File: src/hdl/hcrd_pkg.sv
// Package with types and constants of the character reference decoder.
`timescale 1ns / 1ps

package hcrd_pkg;

    localparam int HCRD_QUEUE_DEPTH = 2;

    typedef enum logic [2:0] {
        MODE_TEXT = 3'd0,
        MODE_AMP  = 3'd1,
        MODE_HASH = 3'd2,
        MODE_DEC  = 3'd3,
        MODE_HEX  = 3'd4
    } t_mode;

    // One classified input item: what the back end has to write out, in order.
    typedef struct packed {
        logic        has_amp;
        logic        has_cp;
        logic [31:0] cp;
        logic        has_txt;
        logic [7:0]  txt;
    } t_job;

    localparam logic [7:0] CH_AMP = 8'h26;

    localparam logic [31:0] SURR_LO     = 32'h0000_D800;
    localparam logic [31:0] SURR_HI     = 32'h0000_DFFF;
    localparam logic [31:0] REPLACEMENT = 32'h0000_FFFD;
    localparam logic [31:0] CP_MAX      = 32'h0010_FFFF;

    localparam logic [7:0] UTF8_CONT  = 8'h80;
    localparam logic [7:0] UTF8_LEAD2 = 8'hC0;
    localparam logic [7:0] UTF8_LEAD3 = 8'hE0;
    localparam logic [7:0] UTF8_LEAD4 = 8'hF0;

endpackage

File: src/hdl/hcrd_if.sv
// Valid/ready channel interfaces for input bytes and decoded output bytes.
`timescale 1ns / 1ps

interface hcrd_in_if;
    logic       valid;
    logic       ready;
    logic [7:0] in_byte;
    logic       end_of_string;

    modport source (output valid, output in_byte, output end_of_string, input ready);
    modport sink   (input valid, input in_byte, input end_of_string, output ready);
endinterface

interface hcrd_out_if;
    logic       valid;
    logic       ready;
    logic [7:0] out_byte;
    logic       last_of_run;

    modport source (output valid, output out_byte, output last_of_run, input ready);
    modport sink   (input valid, input out_byte, input last_of_run, output ready);
endinterface

File: src/hdl/hcrd_front.sv
// Front end: accepts input bytes, tracks the reference parser state and builds jobs.
`timescale 1ns / 1ps

module hcrd_front
    import hcrd_pkg::*;
(
    input  logic       i_clk,
    input  logic       i_rst_n,
    input  logic       i_valid,
    output logic       o_ready,
    input  logic [7:0] i_in_byte,
    input  logic       i_end_of_string,
    input  logic       i_full,
    output logic       o_push,
    output t_job       o_job
);

    localparam logic [7:0] CH_HASH  = 8'h23;
    localparam logic [7:0] CH_SEMI  = 8'h3B;
    localparam logic [7:0] CH_X_LO  = 8'h78;
    localparam logic [7:0] CH_X_UP  = 8'h58;
    localparam logic [7:0] CH_0     = 8'h30;
    localparam logic [7:0] CH_9     = 8'h39;
    localparam logic [7:0] CH_A_UP  = 8'h41;
    localparam logic [7:0] CH_F_UP  = 8'h46;
    localparam logic [7:0] CH_A_LO  = 8'h61;
    localparam logic [7:0] CH_F_LO  = 8'h66;

    t_mode       r_mode, n_mode;
    logic [31:0] r_acc, n_acc;
    t_job        job;
    logic        accept;
    logic        hex_mode;
    logic        dec_ok, hexu_ok, hexl_ok, digit_ok;
    logic [3:0]  dval;
    logic [31:0] acc_base, acc_dig;
    logic        do_text;

    assign o_ready = !i_full;
    assign accept  = i_valid && o_ready;
    assign o_push  = accept && (job.has_amp || job.has_cp || job.has_txt);
    assign o_job   = job;

    always_ff @(posedge i_clk) begin
        if (!i_rst_n) begin
            r_mode <= MODE_TEXT;
            r_acc  <= '0;
        end else if (accept) begin
            r_mode <= n_mode;
            r_acc  <= n_acc;
        end
    end

    always_comb begin
        hex_mode = (r_mode == MODE_HEX);
        dec_ok   = (i_in_byte >= CH_0) && (i_in_byte <= CH_9);
        hexu_ok  = (i_in_byte >= CH_A_UP) && (i_in_byte <= CH_F_UP);
        hexl_ok  = (i_in_byte >= CH_A_LO) && (i_in_byte <= CH_F_LO);
        digit_ok = hex_mode ? (dec_ok || hexu_ok || hexl_ok) : dec_ok;
        priority if (dec_ok) begin
            dval = 4'(i_in_byte - CH_0);
        end else if (hexu_ok) begin
            dval = 4'(i_in_byte - CH_A_UP + 8'd10);
        end else begin
            dval = 4'(i_in_byte - CH_A_LO + 8'd10);
        end
        // The accumulator restarts right after "&#".
        acc_base = (r_mode == MODE_HASH) ? '0 : r_acc;
        if (hex_mode) begin
            acc_dig = {acc_base[27:0], 4'h0} + {28'd0, dval};
        end else begin
            acc_dig = {acc_base[28:0], 3'b000} + {acc_base[30:0], 1'b0} + {28'd0, dval};
        end

        n_mode  = r_mode;
        n_acc   = r_acc;
        job     = '0;
        do_text = 1'b0;

        unique case (r_mode)
            MODE_AMP: begin
                if (i_in_byte == CH_HASH) begin
                    n_mode = MODE_HASH;
                end else begin
                    job.has_amp = 1'b1;
                    do_text     = 1'b1;
                end
            end
            MODE_HASH, MODE_DEC, MODE_HEX: begin
                if ((r_mode == MODE_HASH) &&
                    ((i_in_byte == CH_X_LO) || (i_in_byte == CH_X_UP))) begin
                    n_acc  = '0;
                    n_mode = MODE_HEX;
                    if (i_end_of_string) begin
                        job.has_cp = 1'b1;
                        job.cp     = '0;
                    end
                end else if (digit_ok) begin
                    n_acc  = acc_dig;
                    n_mode = hex_mode ? MODE_HEX : MODE_DEC;
                    if (i_end_of_string) begin
                        job.has_cp = 1'b1;
                        job.cp     = acc_dig;
                    end
                end else begin
                    // A non-digit closes the reference; a semicolon is swallowed.
                    job.has_cp = 1'b1;
                    job.cp     = acc_base;
                    n_acc      = '0;
                    if (i_in_byte == CH_SEMI) begin
                        n_mode = MODE_TEXT;
                    end else begin
                        do_text = 1'b1;
                    end
                end
            end
            default: begin
                do_text = 1'b1;
            end
        endcase

        if (do_text) begin
            if (i_in_byte == CH_AMP) begin
                n_mode = MODE_AMP;
            end else begin
                job.has_txt = 1'b1;
                job.txt     = i_in_byte;
                n_mode      = MODE_TEXT;
            end
        end

        if (i_end_of_string) begin
            n_mode = MODE_TEXT;
            n_acc  = '0;
        end
    end

endmodule

File: src/hdl/hcrd_queue.sv
// Short job queue between the front end and the back end.
`timescale 1ns / 1ps

module hcrd_queue
    import hcrd_pkg::*;
#(
    parameter int DEPTH = HCRD_QUEUE_DEPTH
) (
    input  logic i_clk,
    input  logic i_rst_n,
    input  logic i_push,
    input  t_job i_job,
    output logic o_full,
    output logic o_valid,
    output t_job o_job,
    input  logic i_pop
);

    localparam int PW = (DEPTH > 1) ? $clog2(DEPTH) : 1;
    localparam int CW = $clog2(DEPTH + 1);

    t_job          r_mem [DEPTH];
    logic [PW-1:0] r_wr_ptr, r_rd_ptr;
    logic [CW-1:0] r_count;
    logic          do_push, do_pop;

    assign o_full  = (r_count == CW'(DEPTH));
    assign o_valid = (r_count != '0);
    assign o_job   = r_mem[r_rd_ptr];
    assign do_push = i_push && !o_full;
    assign do_pop  = i_pop && o_valid;

    always_ff @(posedge i_clk) begin
        if (do_push) begin
            r_mem[r_wr_ptr] <= i_job;
        end
    end

    always_ff @(posedge i_clk) begin
        if (!i_rst_n) begin
            r_wr_ptr <= '0;
            r_rd_ptr <= '0;
            r_count  <= '0;
        end else begin
            if (do_push) begin
                r_wr_ptr <= (r_wr_ptr == PW'(DEPTH - 1)) ? '0 : r_wr_ptr + 1'b1;
            end
            if (do_pop) begin
                r_rd_ptr <= (r_rd_ptr == PW'(DEPTH - 1)) ? '0 : r_rd_ptr + 1'b1;
            end
            if (do_push && !do_pop) begin
                r_count <= r_count + 1'b1;
            end else if (do_pop && !do_push) begin
                r_count <= r_count - 1'b1;
            end
        end
    end

endmodule

File: src/hdl/hcrd_back.sv
// Back end: expands one job into its output bytes, one byte per cycle while the output is ready.
`timescale 1ns / 1ps

module hcrd_back
    import hcrd_pkg::*;
(
    input  logic       i_clk,
    input  logic       i_rst_n,
    input  logic       i_valid,
    input  t_job       i_job,
    output logic       o_pop,
    output logic       o_valid,
    input  logic       i_ready,
    output logic [7:0] o_out_byte,
    output logic       o_last_of_run
);

    logic        r_valid;
    logic [7:0]  r_byte;
    logic        r_last;
    logic [2:0]  r_idx;

    logic [31:0] cp, sc;
    logic        is1, is2, is3, bad;
    logic [2:0]  ulen, count, j;
    logic [7:0]  ub [4];
    logic [7:0]  sel;
    logic        sel_last, load;

    assign o_valid       = r_valid;
    assign o_out_byte    = r_byte;
    assign o_last_of_run = r_last;

    always_comb begin
        cp  = i_job.cp;
        is1 = (cp[31:7] == '0);
        is2 = (cp[31:11] == '0);
        bad = ((cp >= SURR_LO) && (cp <= SURR_HI)) || (cp > CP_MAX);
        sc  = bad ? REPLACEMENT : cp;
        is3 = (sc[31:16] == '0);

        ub[0] = 8'h00;
        ub[1] = 8'h00;
        ub[2] = 8'h00;
        ub[3] = 8'h00;
        priority if (is1) begin
            ulen  = 3'd1;
            ub[0] = cp[7:0];
        end else if (is2) begin
            ulen  = 3'd2;
            ub[0] = UTF8_LEAD2 | {3'b000, cp[10:6]};
            ub[1] = UTF8_CONT | {2'b00, cp[5:0]};
        end else if (is3) begin
            ulen  = 3'd3;
            ub[0] = UTF8_LEAD3 | {4'h0, sc[15:12]};
            ub[1] = UTF8_CONT | {2'b00, sc[11:6]};
            ub[2] = UTF8_CONT | {2'b00, sc[5:0]};
        end else begin
            ulen  = 3'd4;
            ub[0] = UTF8_LEAD4 | {5'b00000, sc[20:18]};
            ub[1] = UTF8_CONT | {2'b00, sc[17:12]};
            ub[2] = UTF8_CONT | {2'b00, sc[11:6]};
            ub[3] = UTF8_CONT | {2'b00, sc[5:0]};
        end

        count = {2'b00, i_job.has_amp} + (i_job.has_cp ? ulen : 3'd0)
              + {2'b00, i_job.has_txt};
        // Position within the encoded code point, past an optional leading ampersand.
        j = r_idx - {2'b00, i_job.has_amp};

        priority if (i_job.has_amp && (r_idx == 3'd0)) begin
            sel = CH_AMP;
        end else if (i_job.has_cp && (j < ulen)) begin
            sel = ub[j[1:0]];
        end else begin
            sel = i_job.txt;
        end
        sel_last = (r_idx == count - 3'd1);

        load  = !r_valid || i_ready;
        o_pop = load && i_valid && sel_last;
    end

    always_ff @(posedge i_clk) begin
        if (!i_rst_n) begin
            r_valid <= 1'b0;
            r_idx   <= '0;
        end else if (load) begin
            r_valid <= i_valid;
            if (i_valid) begin
                r_idx <= sel_last ? 3'd0 : r_idx + 3'd1;
            end
        end
    end

    always_ff @(posedge i_clk) begin
        if (load && i_valid) begin
            r_byte <= sel;
            r_last <= sel_last;
        end
    end

endmodule

File: src/hdl/html_char_ref_decoder.sv
// Top level of the HTML numeric character reference to UTF-8 decoder.
//
//  Channel  Dir  Payload                      Handshake
//  i_in     in   in_byte[7:0], end_of_string  valid/ready
//  o_out    out  out_byte[7:0], last_of_run   valid/ready
//
// Plain text bytes flow through at one item per cycle while the output is ready; each is
// registered in the job queue and then in the output register. An item that closes a
// reference yields up to five bytes, which the output register sends one byte per cycle.
// The job queue (QUEUE_DEPTH entries) lets the input keep accepting while the output
// expands a reference or is stalled; input ready drops only when the queue is full.
// Synchronous active-low reset returns the parser to text mode and empties the queue.
`timescale 1ns / 1ps

module html_char_ref_decoder
    import hcrd_pkg::*;
#(
    parameter int QUEUE_DEPTH = HCRD_QUEUE_DEPTH
) (
    input  logic              i_clk,
    input  logic              i_rst_n,
    hcrd_in_if.sink           i_in,
    hcrd_out_if.source        o_out
);

    logic push, full, q_valid, pop;
    t_job push_job, head_job;

    hcrd_front u_front (
        .i_clk           (i_clk),
        .i_rst_n         (i_rst_n),
        .i_valid         (i_in.valid),
        .o_ready         (i_in.ready),
        .i_in_byte       (i_in.in_byte),
        .i_end_of_string (i_in.end_of_string),
        .i_full          (full),
        .o_push          (push),
        .o_job           (push_job)
    );

    hcrd_queue #(
        .DEPTH (QUEUE_DEPTH)
    ) u_queue (
        .i_clk   (i_clk),
        .i_rst_n (i_rst_n),
        .i_push  (push),
        .i_job   (push_job),
        .o_full  (full),
        .o_valid (q_valid),
        .o_job   (head_job),
        .i_pop   (pop)
    );

    hcrd_back u_back (
        .i_clk         (i_clk),
        .i_rst_n       (i_rst_n),
        .i_valid       (q_valid),
        .i_job         (head_job),
        .o_pop         (pop),
        .o_valid       (o_out.valid),
        .i_ready       (o_out.ready),
        .o_out_byte    (o_out.out_byte),
        .o_last_of_run (o_out.last_of_run)
    );

endmodule

File: src/flat_wrapper.sv
// flat-port wrapper written by rule: the top's interface ports become plain ports
module html_char_ref_decoder_flat import hcrd_pkg::*;
#(
    parameter int QUEUE_DEPTH = HCRD_QUEUE_DEPTH
)
  (i_clk, i_rst_n, i_in_valid, i_in_in_byte, i_in_end_of_string, i_in_ready, o_out_valid, o_out_out_byte, o_out_last_of_run, o_out_ready);
  hcrd_in_if i_in_i ();
  hcrd_out_if o_out_i ();
  input  logic i_clk;
  input  logic i_rst_n;
  input wire logic [$bits(i_in_i.valid)-1:0] i_in_valid;
  input wire logic [$bits(i_in_i.in_byte)-1:0] i_in_in_byte;
  input wire logic [$bits(i_in_i.end_of_string)-1:0] i_in_end_of_string;
  output wire logic [$bits(i_in_i.ready)-1:0] i_in_ready;
  output wire logic [$bits(o_out_i.valid)-1:0] o_out_valid;
  output wire logic [$bits(o_out_i.out_byte)-1:0] o_out_out_byte;
  output wire logic [$bits(o_out_i.last_of_run)-1:0] o_out_last_of_run;
  input wire logic [$bits(o_out_i.ready)-1:0] o_out_ready;
  assign i_in_i.valid = i_in_valid;
  assign i_in_i.in_byte = i_in_in_byte;
  assign i_in_i.end_of_string = i_in_end_of_string;
  assign i_in_ready = i_in_i.ready;
  assign o_out_valid = o_out_i.valid;
  assign o_out_out_byte = o_out_i.out_byte;
  assign o_out_last_of_run = o_out_i.last_of_run;
  assign o_out_i.ready = o_out_ready;
  html_char_ref_decoder #(.QUEUE_DEPTH(QUEUE_DEPTH)) u_core (.i_clk(i_clk), .i_rst_n(i_rst_n), .i_in(i_in_i), .o_out(o_out_i));
endmodule
File: config.mk
export PLATFORM = sky130hd
export DESIGN_NAME = html_char_ref_decoder_flat
export DESIGN_NICKNAME = d
export VERILOG_FILES = /design/src/hdl/hcrd_pkg.sv /design/src/hdl/hcrd_if.sv /design/src/hdl/hcrd_front.sv /design/src/hdl/hcrd_queue.sv /design/src/hdl/hcrd_back.sv /design/src/hdl/html_char_ref_decoder.sv /design/src/flat_wrapper.sv
export SDC_FILE = /design/constraint.sdc
export NUM_CORES = 1
export LEC_CHECK = 0
export ABC_AREA = 1
export BUFFER_PORTS_ARGS = -buffer_cell sky130_fd_sc_hd__buf_4
export CAP_MARGIN = 20
export CORE_ASPECT_RATIO = 2
export CORE_UTILIZATION = 37
export CTS_CLUSTER_DIAMETER = 40
export DETAILED_ROUTE_END_ITERATION = 8
export GPL_ROUTABILITY_DRIVEN = 0
export RECOVER_POWER = 50
export SYNTH_ARGS = -nofsm -noshare
export SYNTH_HDL_FRONTEND = slang
export SYNTH_SLANG_ARGS = --single-unit
File: constraint.sdc
create_clock -name i_clk -period 10.5 [get_ports i_clk]
set_input_delay 1.575 -clock i_clk [delete_from_list [all_inputs] [get_ports i_clk]]
set_output_delay 1.575 -clock i_clk [all_outputs]
set_load 0.005 [all_outputs]
== Word-level counts from Yosys, hierarchy flattened ==
Memories as Yosys holds them, arrays and structs flattened. A register that Yosys moved wholly into a read port is not among the register bits.
Cells that the tools add are included.
Operators by class
  add/sub/neg operators: 17
  magnitude comparators: 11
  equal/unequal tests: 13
  multiplexer cells: 55
  bitwise gates (word level): 1
  reductions and logical operators: 38
Operators by type and width (count)
  32-bit 2-to-1 mux: 7
  33-bit 2-to-1 mux: 5
  32-bit by 4-bit adder with 32-bit output: 2
  8-bit 2-to-1 mux: 5
  3-bit 2-to-1 mux: 12
  32-bit adder: 1
  32-bit by 16-bit >= comparator with 1-bit output (second input constant): 1
  32-bit by 21-bit > comparator with 1-bit output (second input constant): 1
  32-bit by 16-bit <= comparator with 1-bit output (second input constant): 1
  16-bit 2-to-1 mux: 2
  25-bit zero test: 1
  8-bit by 6-bit equality test with 1-bit output (second input constant): 3
  24-bit 2-to-1 mux: 1
  21-bit zero test: 1
  21-bit 2-to-1 mux: 1
  9-bit 2-to-1 mux: 2
  8-bit binary-select mux with 2-bit select: 1
  8-bit by 7-bit equality test with 1-bit output (second input constant): 2
  8-bit by 7-bit >= comparator with 1-bit output (second input constant): 2
  8-bit by 7-bit <= comparator with 1-bit output (second input constant): 2
  16-bit zero test: 1
  1-bit logical AND: 15
  1-bit 2-to-1 mux: 13
  4-bit by 1-bit subtractor with 4-bit output (second input constant): 3
  other kinds (33): 50
Word-level totals
  register bits after elaboration: 52
  memory bits (writable): 86
  bits of input ports: 13
  output and inout port bits: 11
  word-level logic and storage cells: 145
  memories kept: 1
Memory list
  u_core.u_queue.r_mem: depth 2, bits a word 43, rd ports 1, clocked after memory_dff 1, write ports 1, RTL line hcrd_queue.sv:22  | t_job r_mem [DEPTH];

== Longest topological paths before layout ==
Gate-level depths: netlist of the first run.
  depth in word-level cells: 18
  mapped depth: 28
  mapped depth without buffers: 27

== Hierarchy ==
Synthesis of the first run repeated with hierarchy kept, for this count alone.
Unflattened totals
  cell total of the unflattened synthesis: 1399
  area total of the unflattened synthesis: 10516.3 sq um
By module, submodules not included
  hcrd_front: times used 1, cells an instance 922, area an instance 5171.2 sq um, sequential area each 700.7 sq um
  hcrd_queue: times used 1, cells an instance 171, area an instance 3553.4 sq um, sequential area each 2682.6 sq um
  hcrd_back: times used 1, cells an instance 306, area an instance 1791.7 sq um, sequential area each 350.3 sq um

== Least setup slack after synthesis of the first run ==
Ideal clock, no wire load.
  kind: input -> register
  from: in i_in_in_byte[0]
  to: mem u_core.u_queue.r_mem[1][0] (netlist name) (enable)
  library setup time: 0.445 ns
  data arrival time: 4.665 ns
  data required time: 10.055 ns
  setup slack: 5.391 ns
  cell stages on the path: 11
  buffers on the path: 0
  cells stage by stage: inv_1 ha_1 nand2_1 o211ai_1 nand2_1 nand2_2 o21ai_0 nand2_1 nand2_1 nand2_1 nor2_1
Between the ends
  word-level cells in the longest chain between the ends: 14
  elaborated cells between the ends (all ways): 36
  those cells by class: 6 x order compare; 5 x eq/ne; 14 x mux; 11 x reduce/logical
Ends and longest elaborated chain
  start: declaration: RTL line flat_wrapper.sv:12  | input wire logic [$bits(i_in_i.in_byte)-1:0] i_in_in_byte;
  8-bit by 6-bit >= comparator with 1-bit output (tied with other cells): RTL line hcrd_front.sv:56  | dec_ok = (i_in_byte >= CH_0) && (i_in_byte <= CH_9);
  1-bit logical AND, on equally long branches: RTL line hcrd_front.sv:56, hcrd_front.sv:57
  1-bit logical OR (2 in series): RTL line hcrd_front.sv:59  | digit_ok = hex_mode ? (dec_ok || hexu_ok || hexl_ok) : dec_ok;
  1-bit 2-to-1 mux: RTL line hcrd_front.sv:59
  1-bit 2-to-1 mux / 33-bit 2-to-1 mux (equally long branches): RTL line hcrd_front.sv:98  | end else if (digit_ok) begin
  1-bit 2-to-1 mux / 33-bit 2-to-1 mux (equally long branches): RTL line hcrd_front.sv:90  | if ((r_mode == MODE_HASH) &&
  1-bit one-hot mux with 2 select lines / 33-bit 2-to-1 mux (equally long branches): RTL line hcrd_front.sv:80  | unique case (r_mode)
  9-bit 2-to-1 mux / 1-bit logical OR (equally long branches): RTL line hcrd_front.sv:122, hcrd_front.sv:41
  1-bit logical OR *: RTL line hcrd_front.sv:41  | assign o_push = accept && (job.has_amp || job.has_cp || job.has_txt);
  1-bit logical AND *: RTL line hcrd_front.sv:41
  1-bit logical AND *: RTL line hcrd_queue.sv:30  | assign do_push = i_push && !o_full;
  1-bit 2-to-1 mux *: RTL line hcrd_queue.sv:34  | if (do_push) begin
  1-bit 2-to-1 mux (implied by the code) *: RTL line hcrd_queue.sv:35  | r_mem[r_wr_ptr] <= i_job;
  end: declaration: RTL line hcrd_queue.sv:22
Every way passes the cells marked *; elsewhere a longest branch is shown, timed or not.

==> metrics list, run 1 <==
* Asr flop ratio synth: 0%
- After detailed routing, the number of remaining DRC violations is 0.
- Net count of the mapped netlist: 1,563
- After synthesis, the mean cell area works out to 7.06 µm².
- Number of search-and-repair iterations in the first detailed-routing pass: 6
- Setup repair after global routing missed its margin: no
- The die covers 28,900 µm².
* Final Cycle Share: 65.0%
- Of the post-synthesis cell area, the dominant cell type holds 27.4%.
* Data arrival at the endpoint of the critical path: 7140 ps
- Summed over all layers, the global routing overflow is 0.
* Hold path endpoint: u_core.u_front.r_acc[9]
- Synthesis produced a netlist whose cell count is 1,476.
- WS Path Type: register to register
- The detailed router finished its first iteration with 708 violations.
- Number of flops mapped to enable cells by yosys: 95
- Commonest cells post-synth: nand2_1, inv_1, nor2_1
* Path depth of the worst reg2reg path: 28
- Areal power density over the cells: 151 nW/µm²
* Final core utilization: 41.2%
- Number of cells upsized or downsized after cts: 0
- 24 I/O pins were placed.
- For flop-to-flop paths, the worst setup slack is 3670 ps.
- M3 GR Usage: 2.45%
- Among all flip-flop cells after synthesis, the most frequent one is edfxtp_1.
- The checks that failed: capacitance limit, slew limit.
- For this run, global-route usage on met2 was measured as 39.5%.
* Most used routing layer: met2
* Hold Path Depth: 2
- Counting I/O delays and the setup requirement, the final critical path takes 6830 ps.
- Filler instances: 2,813
- Pin count of the biggest net entering global routing: 65
- Area growth from synthesis to layout: 9.33%
- Wire length of the first global-routing pass: 46.3 mm
* Layout net count: 1,568
- Starting density of the core: 37.7%
* Cell with the biggest individual delay on the critical path: clkbuf_1
- Maximum root-to-sink buffer count: 2
- Worst Hold Class: register to register
* Hold buffer count at CTS: 0
* Largest voltage drop on the vdd net: 114 µV
* Final setup viols: 0
* Count of input and output buffers: 23
- Maxcap violations: 1
- The cell sitting at the root of the clock tree is a clkbuf_16.
* Die height: 239 µm
* Clock latency of the later-clocked register in the worst-skew pair: 430 ps
* Setup crit end kind: register
- Total count of max-transition violations in the final report: 65
* Post-synthesis cell type with the largest combined area: edfxtp_1
* Required time reported for the critical path endpoint: 10,810 ps
- After detailed routing, the number of vias per cell comes to 5.22.
- Floorplan Core Area: 27,700 µm²
- Once detail routing completed, the nets flagged for antenna violations numbered 0.
- Via count: 9,645
- In this run the number of H-tree levels came out at 4.
- Adding up every negative setup slack in the final design gives 0 ps.
* TritonCTS Buffers: 17
* Sum of routed wire length over all layers: 28.9 mm
* Top cells by area in the synthesized netlist: edfxtp_1, nand2_1, ha_1
* CTS tree: done
- Fraction of met1 tracks used by global routing: 19.7%
- In the post-synthesis netlist, the cell with the most instances is nand2_1.
- Sink Count: 139
* Hold Violations, Final: 0
- Antenna fix cells: 0
- Post-CTS setup buffers: 0
- X dimension of the die: 121 µm
* Library cells used by synthesis: 46
* Peak per-stage delay on the critical path: 1840 ps
* Pin slew with the least headroom to its limit: 2630 ps
* Initial antenna violation count: 0
* Max Fclk: 146 MHz
- Yosys synthesis warning count: 0
* Number of global-route vias before repair: 9,440
* Max-slew headroom at the worst pin: -75.1%
- Average wire per cell in the routed design: 15.6 µm
* Result of the run: complete, but fails checks
* Post-DP HPWL: 23.1 mm
- Summed over all cells, the static leakage comes to 5.21 nW.
- Of all nets on the critical path, the largest fanout is 64.
- In this run, synthesis produced a sequential element count of 139.
- Placement Rows: 86
- Critical Path Source Type: register
- Most frequent cell on the critical path: nand2_1
- The worst register-to-register path ends at u_core.u_queue.r_count[1].
- Worst clock skew: 10.4 ps
- In the global route stage, overall resource usage came out at 20.6%.
- After synthesis, flip-flops and latches occupy 35.8% of the total area.
- Cells with a size suffix above 1 make up 7.43% of the layout.
- Clock input transition at the sequential cells of the worst setup and hold paths: 60 ps
- Worst hold path startpoint: u_core.u_front.r_acc[9]
- The synthesized netlist occupies a cell area of 10,400 µm².
[cells by family (layout without fill, tap and decap cells)]
family	Yosys count	in the layout	share of synthesized area [%]
simple gates	763	763	32.0
compound gates	244	244	12.4
buf+inv	243	261	9.51
flops	139	139	35.8
fa+ha+maj	74	74	9.10
xor+xnor	12	12	1.08
mux	1	1	0.0961
[flip-flops by register name, summed over array words and instances, names as in the netlist, named ones only]
name	count
u_core.u_back.r_idx	3
u_core.u_front.r_acc	32
u_core.u_queue.r_count	2
u_core.u_back.o_valid	1
u_core.u_back.o_last_of_run	1
u_core.u_back.o_out_byte	8
u_core.u_queue.r_mem	86
u_core.u_queue.r_wr_ptr	1
u_core.u_front.r_mode	3
u_core.u_queue.r_rd_ptr	1
[worst max path at each step]
stage | slack [ps] | start | to
3_5_place_dp | 4740 | i_in_in_byte[1] | u_core.u_queue.r_count[1]
2_1_floorplan | 5390 | i_in_in_byte[0] | u_core.u_queue.r_mem[1][0]
4_1_cts | 5200 | i_in_in_byte[1] | u_core.u_queue.r_count[1]
3_3_place_gp | 4810 | i_in_in_byte[1] | u_core.u_queue.r_count[1]
5_1_grt | 2910 | register | u_core.u_queue.r_count[1]
6_report | 3670 | register | u_core.u_queue.r_count[1]
[routing by layer]
metal  vias up  share of wire, %
met2       246                55
met1      4403                36
met3       106               2.3
met5         -                 0
li1       4890                 -
met4         0               7.0
[worst max-delay path, delay by kind of cell, from the launching register on]
kind / cells / cell delay (ps)
adders and majority gates: 4 / 1080
DFF: 1 / 310
and+or+nand+nor: 12 / 1830
AOI/OAI and AO/OA: 4 / 450
buffers and inverters: 6 / 2680
xor gates and xnor gates: 2 / 380
[where the power goes]
group | total [mW] | leakage, nW | switching (mW) | internal (mW)
logic | 0.453 | 3.67 | 0.309 | 0.145
registers | 0.695 | 1.26 | 0.0214 | 0.673
clock network | 0.578 | 0.283 | 0.247 | 0.331
total | 1.73 | 5.21 | 0.577 | 1.15
[layout by cell type, fill, tap and decap left out, types with 5 or more instances in the layout]
master	Yosys	layout
xor2_1	9	9
nand2_1	391	396
nor2_1	149	149
ha_1	71	71
inv_2	8	7
o21ai_1	12	11
buf_4	2	15
nand2_2	22	17
o21ai_0	98	98
nand3_1	121	121
nand4_1	36	36
or2_2	9	9
dfxtp_1	44	44
clkbuf_16	0	17
o21bai_1	5	5
nor2_4	6	6
clkbuf_4	0	13
inv_1	188	189
a21boi_0	5	5
a21oi_1	107	108
inv_6	1	5
nor3_1	12	12
edfxtp_1	95	95
nand3b_1	6	6
[layout make-up]
class                           count  area [µm²]  share of cell area, %
Clock buffer                       18         429                   3.77
Clock inverter                     14         135                   1.19
Inverter                          198         749                   6.58
Multi-Input combinational cell   1094        5680                   49.9
Sequential cell                   139        3730                   32.8
Tap cell                          352         440                   3.87
Timing Repair Buffer               31         221                   1.94
[stage by stage]
stage                     hold slack (ps)  total power, mW  setup slack, ps  cell area, µm²  instances
after floorplan                       445             1.03             5390           10400       1476
after global placement                453             1.16             4810           10900       1814
after detailed placement              455             1.17             4740           10900       1814
after CTS                             464             1.74             5200           11400       1846
after global routing                  485             1.82             2910           11400       1846
final                                 466             1.73             3670           11400       1846
(Power assumes the default switching activity.)
==> inputs of run 2 (changes only) <==
--- a/config.mk
+++ b/config.mk
@@ -5,7 +5,7 @@
 export SDC_FILE = /design/constraint.sdc
 export NUM_CORES = 1
 export LEC_CHECK = 0
-export ABC_AREA = 1
+export ABC_AREA = 0
 export BUFFER_PORTS_ARGS = -buffer_cell sky130_fd_sc_hd__buf_4
 export CAP_MARGIN = 20
 export CORE_ASPECT_RATIO = 2
==> constraint.sdc (replaced) <==
create_clock -name i_clk -period 7.1 [get_ports i_clk]
set_input_delay 1.065 -clock i_clk [delete_from_list [all_inputs] [get_ports i_clk]]
set_output_delay 1.065 -clock i_clk [all_outputs]
set_load 0.005 [all_outputs]
==> run 2 against run 1 <==
  * Register-to-register slack lost 1900 ps
  * Setup slack lost 1900 ps
  * Wire length shrank 7.9%
  * The run ends with DRC, capacitance limit, slew limit left
  * Sequential power grew 55%
  * First-iteration DRC count increased by 12%
  * Non-clock buffer count increased by 6
==> metrics list, run 2 <==
- X dimension of the die: 114 µm (-5.2%)
* Number of cells upsized or downsized after cts: 0 (unchanged)
- Average wire per cell in the routed design: 19.9 µm (+27%)
* Register Area: 3730 µm² (about the same)
* CTS tree: done
- The leakage power is 3.94 nW (-24%).
- Post-synthesis share of cell area spent on full adders, half adders and majority gates: 10.1% (+1.0 points)
* Max-slew headroom at the worst pin: -87.6% (-12 points)
- Critical Path Source Type: input port
- The most numerous cell type found on the critical path is and2_0.
- The area after detailed placement was 9860 µm² (-9.4%).
- Wire length of the first global-routing pass: 41.1 mm (-11%)
- The maximum fanout encountered on the critical timing path came to 43 (-33%).
* Flip-flop count of the largest register, all copies and words added: 86 (unchanged)
- The share of synthesized area occupied by flip-flops and latches is 39.9% (+4.1 points).
* Data arrival at the endpoint of the critical path: 5350 ps (-1790 ps)
- Clock input transition at the sequential cells of the worst setup and hold paths: 60 ps (about the same)
* Mean cell area of the mapped netlist: 9.54 µm² (+35%)
- Commonest cells post-synth: nand2_1, edfxtp_1, ha_1, o21ai_0, a21oi_1
* Die height: 227 µm (-5.2%)
- Count of input and output buffers: 23 (unchanged)
* Final Cycle Share: 75.7%
- Top cells by area in the synthesized netlist: edfxtp_1, ha_1, dfxtp_1
* Number of search-and-repair iterations in the first detailed-routing pass: 7 (+1)
- Via count: 7,784 (-19%)
- The area occupied by multi-input gates was 5310 µm² (-6.6%).
* Setup repair after global routing missed its margin: no
* Main combinational cell family by area after synthesis: compound AO/OA/AOI/OAI gates
- The synthesized netlist cell count was 980 (-34%).
- Number of top-level pins: 24 (unchanged)
* TritonCTS Buffers: 17 (unchanged)
- The path with the worst hold slack has its endpoint at u_core.u_front.r_acc[0].
* Starting density of the core: 37.5% (-0.17 points)
- Relative to the synthesized area, the layout overhead comes to 11.3%.
* Worst hold path startpoint: u_core.u_front.r_acc[0]
* Post-synthesis cell type with the largest combined area: edfxtp_1
* Hold Path Depth: 2 (unchanged)
- Critical-path cell list: clkbuf_1, inv_1, ha_1, or3b_2, nand4_1, nand3_1, o21ai_0, and2_0, o31a_1, and2_0
- Net count of the mapped netlist: 1,067 (-32%)
- Critical Path Start: i_in_in_byte[1]
* DR DRC count: 2 (+2)
- Result of the run: complete, but fails checks
- The number of max-slew violations in the final report was 62 (-4.6%).
- Period minus WS final: 5370 ps
- The core box area is 24,900 µm² (-9.8%).
- Cell with the biggest individual delay on the critical path: and2_0
- Number of flops mapped to enable cells by yosys: 95 (unchanged)
* Pin slew with the least headroom to its limit: 2810 ps (+186 ps)
* Peak per-stage delay on the critical path: 2070 ps (+230 ps)
- Root Buffer: clkbuf_16
- The depth of the worst register-to-register path was 19 (-32%).
* Placement Rows: 82 (-4.7%)
* Worst Hold Class: register to register
- The critical path in this run is classified as input port to register.
- Final setup viols: 0 (unchanged)
- The worst-case setup margin in the final layout was 1730 ps (-1950 ps).
- Timing would allow up to 186 MHz.
* Required time reported for the critical path endpoint: 7080 ps (-3730 ps)
* Synth Area in XOR/XNOR: 3.46% (+2.4 points)
- The pre-CTS setup slack is 1340 ps (-3400 ps).
- H-Tree Depth: 4 (unchanged)
- Post-Layout Inst Area: 10,400 µm² (-8.6%)
* Count of nets left with antenna violations after detail routing: 0 (unchanged)
- More flip-flops sit in one register than any other, and that register is u_core.u_queue.r_mem.
* Area of the die: 26,000 µm² (-10%)
- The number of vias per cell came to 5.82 (+11%).
- Among all flip-flop cells after synthesis, the most frequent one is edfxtp_1.
- The flip-flop and latch count after synthesis is 139 (unchanged).
- The top cell types in the final layout, fill and taps aside, are nand2_1, edfxtp_1, ha_1.
* Aggregate negative setup slack: 0 ps (unchanged)
* Hold buffer count at CTS: 0 (unchanged)
- The initial antenna violation count came to 0 (unchanged).
- The worst setup slack for register-to-register paths was 1750 ps (-1920 ps).
- The placed wire-length estimate came to 20.5 mm (-11%).
- The routed wire length is 26.6 mm (-7.9%).
* Cell area after technology mapping: 9350 µm² (-10%)
- Sink Count: 139 (unchanged)
- The post-layout utilization of the core was 41.8% (+0.57 points).
- Library cells used by synthesis: 82 (+78%)
- Maxcap violations: 2 (+1)
* Post-synthesis share of cell area spent on and, or, nand and nor gates: 18.4% (-14 points)
- The clock network latency to the later pin of the worst-skew pair came to 430 ps (about the same).
- Areal power density over the cells: 269 nW/µm² (+78%)
- Number of global-route vias before repair: 7,654 (-19%)
* Pin count of the biggest net entering global routing: 44 (-32%)
- By instance count, the leading cell after synthesis is nand2_1.
- Largest voltage drop on the vdd net: 191 µV (+67%)
* Antenna fix cells: 0 (unchanged)
* Total congestion overflow after global routing: 0 (unchanged)
* Portion of netlist area occupied by mux cells: 4.96% (+4.9 points)
- The number of DRC markers in iteration 0 was 791 (+12%).
- The worst path buffer plus inverter count came to 2 (-4).
* Worst path top cell family by delay: simple AND/OR/NAND/NOR gates
* Setup crit end kind: register
- Most common cell after layout, fill and taps aside: nand2_1
* Layout net count: 1,076 (-31%)
- Post-CTS setup buffers: 0 (unchanged)
- Maximum root-to-sink buffer count: 2 (unchanged)
- Global-route usage over all layers: 20.9% (+0.30 points)
- Yosys synthesis warning count: 0 (unchanged)
- Share of the synthesized area in the top cell type: 30.5% (+3.1 points)
- Share of cells above drive strength 1: 9.68% (+2.3 points)
* Hold Violations, Final: 0 (unchanged)
- The setup skew after layout is 13.3 ps (+2.98 ps).
* Fraction of the mapped netlist area in compound gates: 19.7% (+7.2 points)
- Failing checks: DRC, capacitance limit, slew limit
- The post-synthesis async set-or-reset flop share is 0% (unchanged).
* Endpoint of the lowest-slack register-to-register path: u_core.u_queue.r_count[1]
- Post-route worst hold slack: 480 ps (+14.2 ps)
* Filler instances: 2,446 (-13%)
[run 2: cell types whose count changed in the layout (fill, tap and decap cells not counted), sizes merged, moves of 15 or more]
cell,previous run,this run
nand2,415,98
inv,205,31
nor2,160,62
nand3,121,35
a21oi,109,63
nor2b,0,36
o21ai,110,74
mux2i,1,34
nand4,37,10
xnor2,2,23
a22oi,1,16
[run 2: cell type report]
class,instances,area share [%]
Clock inverter,13,1.37
Multi-Input combinational cell,765,51.0
Timing Repair Buffer,37,2.45
Tap cell,336,4.04
Clock buffer,19,4.25
Sequential cell,139,35.9
Inverter,29,1.05
[run 2: cell families (layout without fill, tap and decap cells)]
group | after synthesis | after routing
fa+ha+maj | 74 | 74
simple gates | 340 | 340
compound gates | 270 | 270
flops | 139 | 139
mux | 44 | 44
buf+inv | 76 | 98
xor+xnor | 37 | 37
[run 2: worst min-delay path: stages (launching register included)]
cell	delay, ps
dfxtp_1	320
nand2_1	60
a21oi_1	50
[run 2: power by group]
| group | internal [mW] | switching [mW] | total, mW | leakage [nW] |
|---|---|---|---|---|
| Sequential | 1.02 | 0.0589 | 1.08 | 1.26 |
| Clock | 0.529 | 0.351 | 0.880 | 0.284 |
| Combinational | 0.311 | 0.532 | 0.843 | 2.40 |
| Total | 1.86 | 0.942 | 2.80 | 3.94 |
[run 2: worst max-delay path by stage]
stage,endpoint,slack [ps],depth (start not counted)
2_1_floorplan,u_core.u_queue.r_mem[0][0],2080,10
3_3_place_gp,u_core.u_queue.r_mem[0][33],1450,15
3_5_place_dp,u_core.u_queue.r_mem[0][33],1340,15
4_1_cts,u_core.u_queue.r_count[1],1750,18
5_1_grt,u_core.u_queue.r_mem[1][25],1250,10
6_report,u_core.u_queue.r_mem[1][20],1730,10
[run 2: per-layer routing]
metal  routed length (µm)  global-route usage [%]  up-vias
met5                    0                       0        -
met4                 1100                    11.6        0
met3                  787                    2.14       76
met2                15100                    41.3      236
met1                 9610                    20.8     3750
li1                     -                       -     3722
[run 2: through the flow]
stage / instances / total power [mW]
6_report: 1338 / 2.80
3_5_place_dp: 1306 / 1.93
3_3_place_gp: 1306 / 1.93
2_1_floorplan: 980 / 1.67
4_1_cts: 1338 / 2.81
5_1_grt: 1338 / 2.92
==> inputs of run 3 (changes only) <==
--- a/config.mk
+++ b/config.mk
@@ -5,7 +5,7 @@
 export SDC_FILE = /design/constraint.sdc
 export NUM_CORES = 1
 export LEC_CHECK = 0
-export ABC_AREA = 0
+export ABC_AREA = 1
 export BUFFER_PORTS_ARGS = -buffer_cell sky130_fd_sc_hd__buf_4
 export CAP_MARGIN = 20
 export CORE_ASPECT_RATIO = 2
==> constraint.sdc (replaced) <==
create_clock -name i_clk -period 4.9 [get_ports i_clk]
set_input_delay 0.735 -clock i_clk [delete_from_list [all_inputs] [get_ports i_clk]]
set_output_delay 0.735 -clock i_clk [all_outputs]
set_load 0.005 [all_outputs]
==> run 3 against run 2 <==
  * The flow finishes with violations (capacitance limit, slew limit)
  * Total power up 33%
  * Setup slack got worse by 1400 ps
  * Clock-buffer cell count fell by 2
  * Clock skew about the same
  * Cell area grew 10%
  * Clock power is 42% higher
  * Non-clock buffer count grew 1
  * Flip-flop and latch count is the same
  * Via count up 25%
  * Core utilization is 0.17 points lower
  * Die area grew 11%
  * Hold slack got worse by 16 ps
  * Critical path type is now register to register
  * Largest cell class unchanged
==> metrics list, run 3 (synthesized netlist as in run 1, its figures left out) <==
- Max Fclk: 221 MHz
* Largest voltage drop on the vdd net: 178 µV (-7.0%)
- Leak Pwr: 5.24 nW (+33%)
- The arrival time reported for the critical path endpoint is 4840 ps (-510 ps).
* Critical Path Source Type: register
* Areal power density over the cells: 324 nW/µm² (+20%)
- After detailed routing, no signal wire sits above met4.
- The worst-margin pin slew was 1940 ps (-874 ps).
- Number of cells upsized or downsized after cts: 0 (unchanged)
* Maximum root-to-sink buffer count: 2 (unchanged)
* Flip-flop count of the largest register, all copies and words added: 86 (unchanged)
- Biggest register: u_core.u_queue.r_mem
* Maxcap violations: 2 (unchanged)
- The fraction of final layout cells sized beyond drive strength 1 is 8.53% (-1.2 points).
* Failing checks: capacitance limit, slew limit
- Required time reported for the critical path endpoint: 5220 ps (-1860 ps)
- The combinational group share of total power is 26.2% (-3.9 points).
- Number of global-route vias before repair: 9,445 (+23%)
* Aggregate negative setup slack: 0 ps (unchanged)
- Setup repair after global routing missed its margin: no
- Floorplan Core Area: 27,700 µm² (+11%)
- Setup crit end kind: register
- Starting density of the core: 37.7% (+0.17 points)
* Worst Hold Class: register to register
* Drt via density: 5.23 (-10%)
- TritonCTS Buffers: 17 (unchanged)
- The tree is rooted in a clkbuf_16.
- Worst path top cell family by delay: simple AND/OR/NAND/NOR gates
* Total congestion overflow after global routing: 0 (unchanged)
- Pin count of the biggest net entering global routing: 57 (+30%)
- The placed wire-length estimate was 23.7 mm (+16%).
- Clock latency of the later-clocked register in the worst-skew pair: 430 ps (about the same)
- Result of the run: complete, but fails checks
- The sequential cell fraction of total power was 40.1% (+1.6 points).
- Max-slew headroom at the worst pin: -29.2% (+58 points)
* Post-Place Cells: 1,821 (+39%)
- Hold Violations, Final: 0 (unchanged)
- Average wire per cell in the routed design: 16.0 µm (-19%)
* Hold buffer count at CTS: 0 (unchanged)
- CTS tree: done
- The clock transition time at the flip-flop clock pins of the worst setup and hold paths is 70 ps (about the same).
* WS Path Type: register to register
- Critical-path maximum fanout: 29 (-33%)
- The I/O pin total is 24 (unchanged).
- Cell with the biggest individual delay on the critical path: dfxtp_2
- Placement Rows: 86 (+4.9%)
- Internal power of the cells: 2.47 mW (+33%)
* Number of search-and-repair iterations in the first detailed-routing pass: 6 (-1)
- DRC violation total after the first TritonRoute iteration: 782 (-1.1%)
* Count of nets left with antenna violations after detail routing: 0 (unchanged)
* Initial antenna violation count: 0 (unchanged)
- The switching fraction of total power was 33.6% (about the same).
- Area growth from synthesis to layout: 10.4%
* Via count: 9,700 (+25%)
* Final setup viols: 0 (unchanged)
* Period minus WS final: 4530 ps
- Worst clock skew: 13.8 ps (+0.417 ps)
- The number of standard cells in the final layout excluding fillers was 1,853 (+38%).
- The number of sinks handled by clock tree synthesis came to 139 (unchanged).
* Total count of max-transition violations in the final report: 70 (+13%)
- Final Cycle Share: 92.4%
* Sum of routed wire length over all layers: 29.7 mm (+12%)
* Met2 wirelength from detailed routing: 16.5 mm (+9.5%)
- The height of the die is 239 µm (+5.5%).
- Psw: 1.25 mW (+33%)
- Clock group share of total power: 33.7% (+2.3 points)
- Post-CTS setup buffers: 0 (unchanged)
- Count of input and output buffers: 23 (unchanged)
- The library cell used most frequently in the layout, excluding fill and tap cells, is nand2_1.
* Met1 Wirelength: 10.6 mm (+9.8%)
- Area of the die: 28,900 µm² (+11%)
- The global-route usage over all layers is 21.1% (+0.19 points).
- H-Tree Depth: 4 (unchanged)
* Most frequent cell on the critical path: nand2_1
* Commonest non-fill, non-tap cells in the layout: nand2_1, inv_1, nor2_1
- The global-route wire length before repair was 47.3 mm (+15%).
- X dimension of the die: 121 µm (+5.5%)
- Buffer and inverter count on the worst path: 5 (+3)
- The count of inserted antenna diode cells came to 0 (unchanged).
- DR DRC count: 0 (-2)
* Layout net count: 1,575 (+46%)
- Sum of met3 wire segment lengths after detailed routing: 756 µm (-3.9%)
- Worst hold path startpoint: u_core.u_front.r_acc[19]
* Peak per-stage delay on the critical path: 500 ps (-1570 ps)
## run 3: layout make-up
| type | instances | area [µm²] |
|---|---|---|
| Fill cell | 2838 | 16200 |
| Clock buffer | 17 | 425 |
| Inverter | 198 | 749 |
| Timing Repair Buffer | 38 | 283 |
| Tap cell | 352 | 440 |
| Sequential cell | 139 | 3730 |
| Clock inverter | 15 | 158 |
| Multi-Input combinational cell | 1094 | 5710 |
## run 3: worst register-to-register path, stage by stage, from the launching register on
cell and delay (ps):
dfxtp_2 500, inv_6 160, nand2_1 110, nand2_1 100, inv_1 170, nand2_1 80
nor2_2 160, nand2_1 100, nor2_2 120, nand2_2 160, nand2_2 190, nand2_1 170
nand2_1 130, ha_1 230, inv_1 60, ha_1 140, inv_1 50, fa_1 360
xor2_1 230, xor2_2 170, nand2_2 90, clkinv_2 70, nand2_2 70, ha_1 370
a21oi_1 110, o21ai_0 110, o21ai_0 160, a21oi_1 60
## run 3: routing by layer
metal	vias to the layer above	global-route usage, %
met4	0	14.3
li1	4898	-
met1	4459	20.3
met5	-	0
met2	252	41.3
met3	91	2.02
## run 3: power groups by stage
stage	Sequential, mW	Clock, mW	Combinational (mW)
after floorplan	1.52	0	0.690
after global placement	1.52	0	0.979
after detailed placement	1.52	0	0.991
after CTS	1.50	1.28	0.994
after global routing	1.51	1.32	1.11
final	1.49	1.25	0.977
## run 3: per-stage QoR
step | utilization (%) | hold slack (ps) | worst slack (ps) | power (mW) | instance area (µm²)
6_report | 41.6 | 464 | 374 | 3.73 | 11500
5_1_grt | 41.6 | 478 | 34.9 | 3.94 | 11500
4_1_cts | 41.7 | 465 | 415 | 3.77 | 11500
3_5_place_dp | 39.6 | 455 | 339 | 2.51 | 10900
3_3_place_gp | 39.6 | 452 | 411 | 2.50 | 10900
2_1_floorplan | - | 445 | 631 | 2.21 | 10400
## run 3: path summary, 6_finish.rpt
check	endpoint	slack (ps)	cells past startpoint
setup / recovery	u_core.u_queue.r_count[1]	370	27
hold / removal	u_core.u_front.r_acc[19]	460	2
setup reg to reg	u_core.u_queue.r_count[1]	370	27
hold reg to reg	u_core.u_front.r_acc[19]	460	2
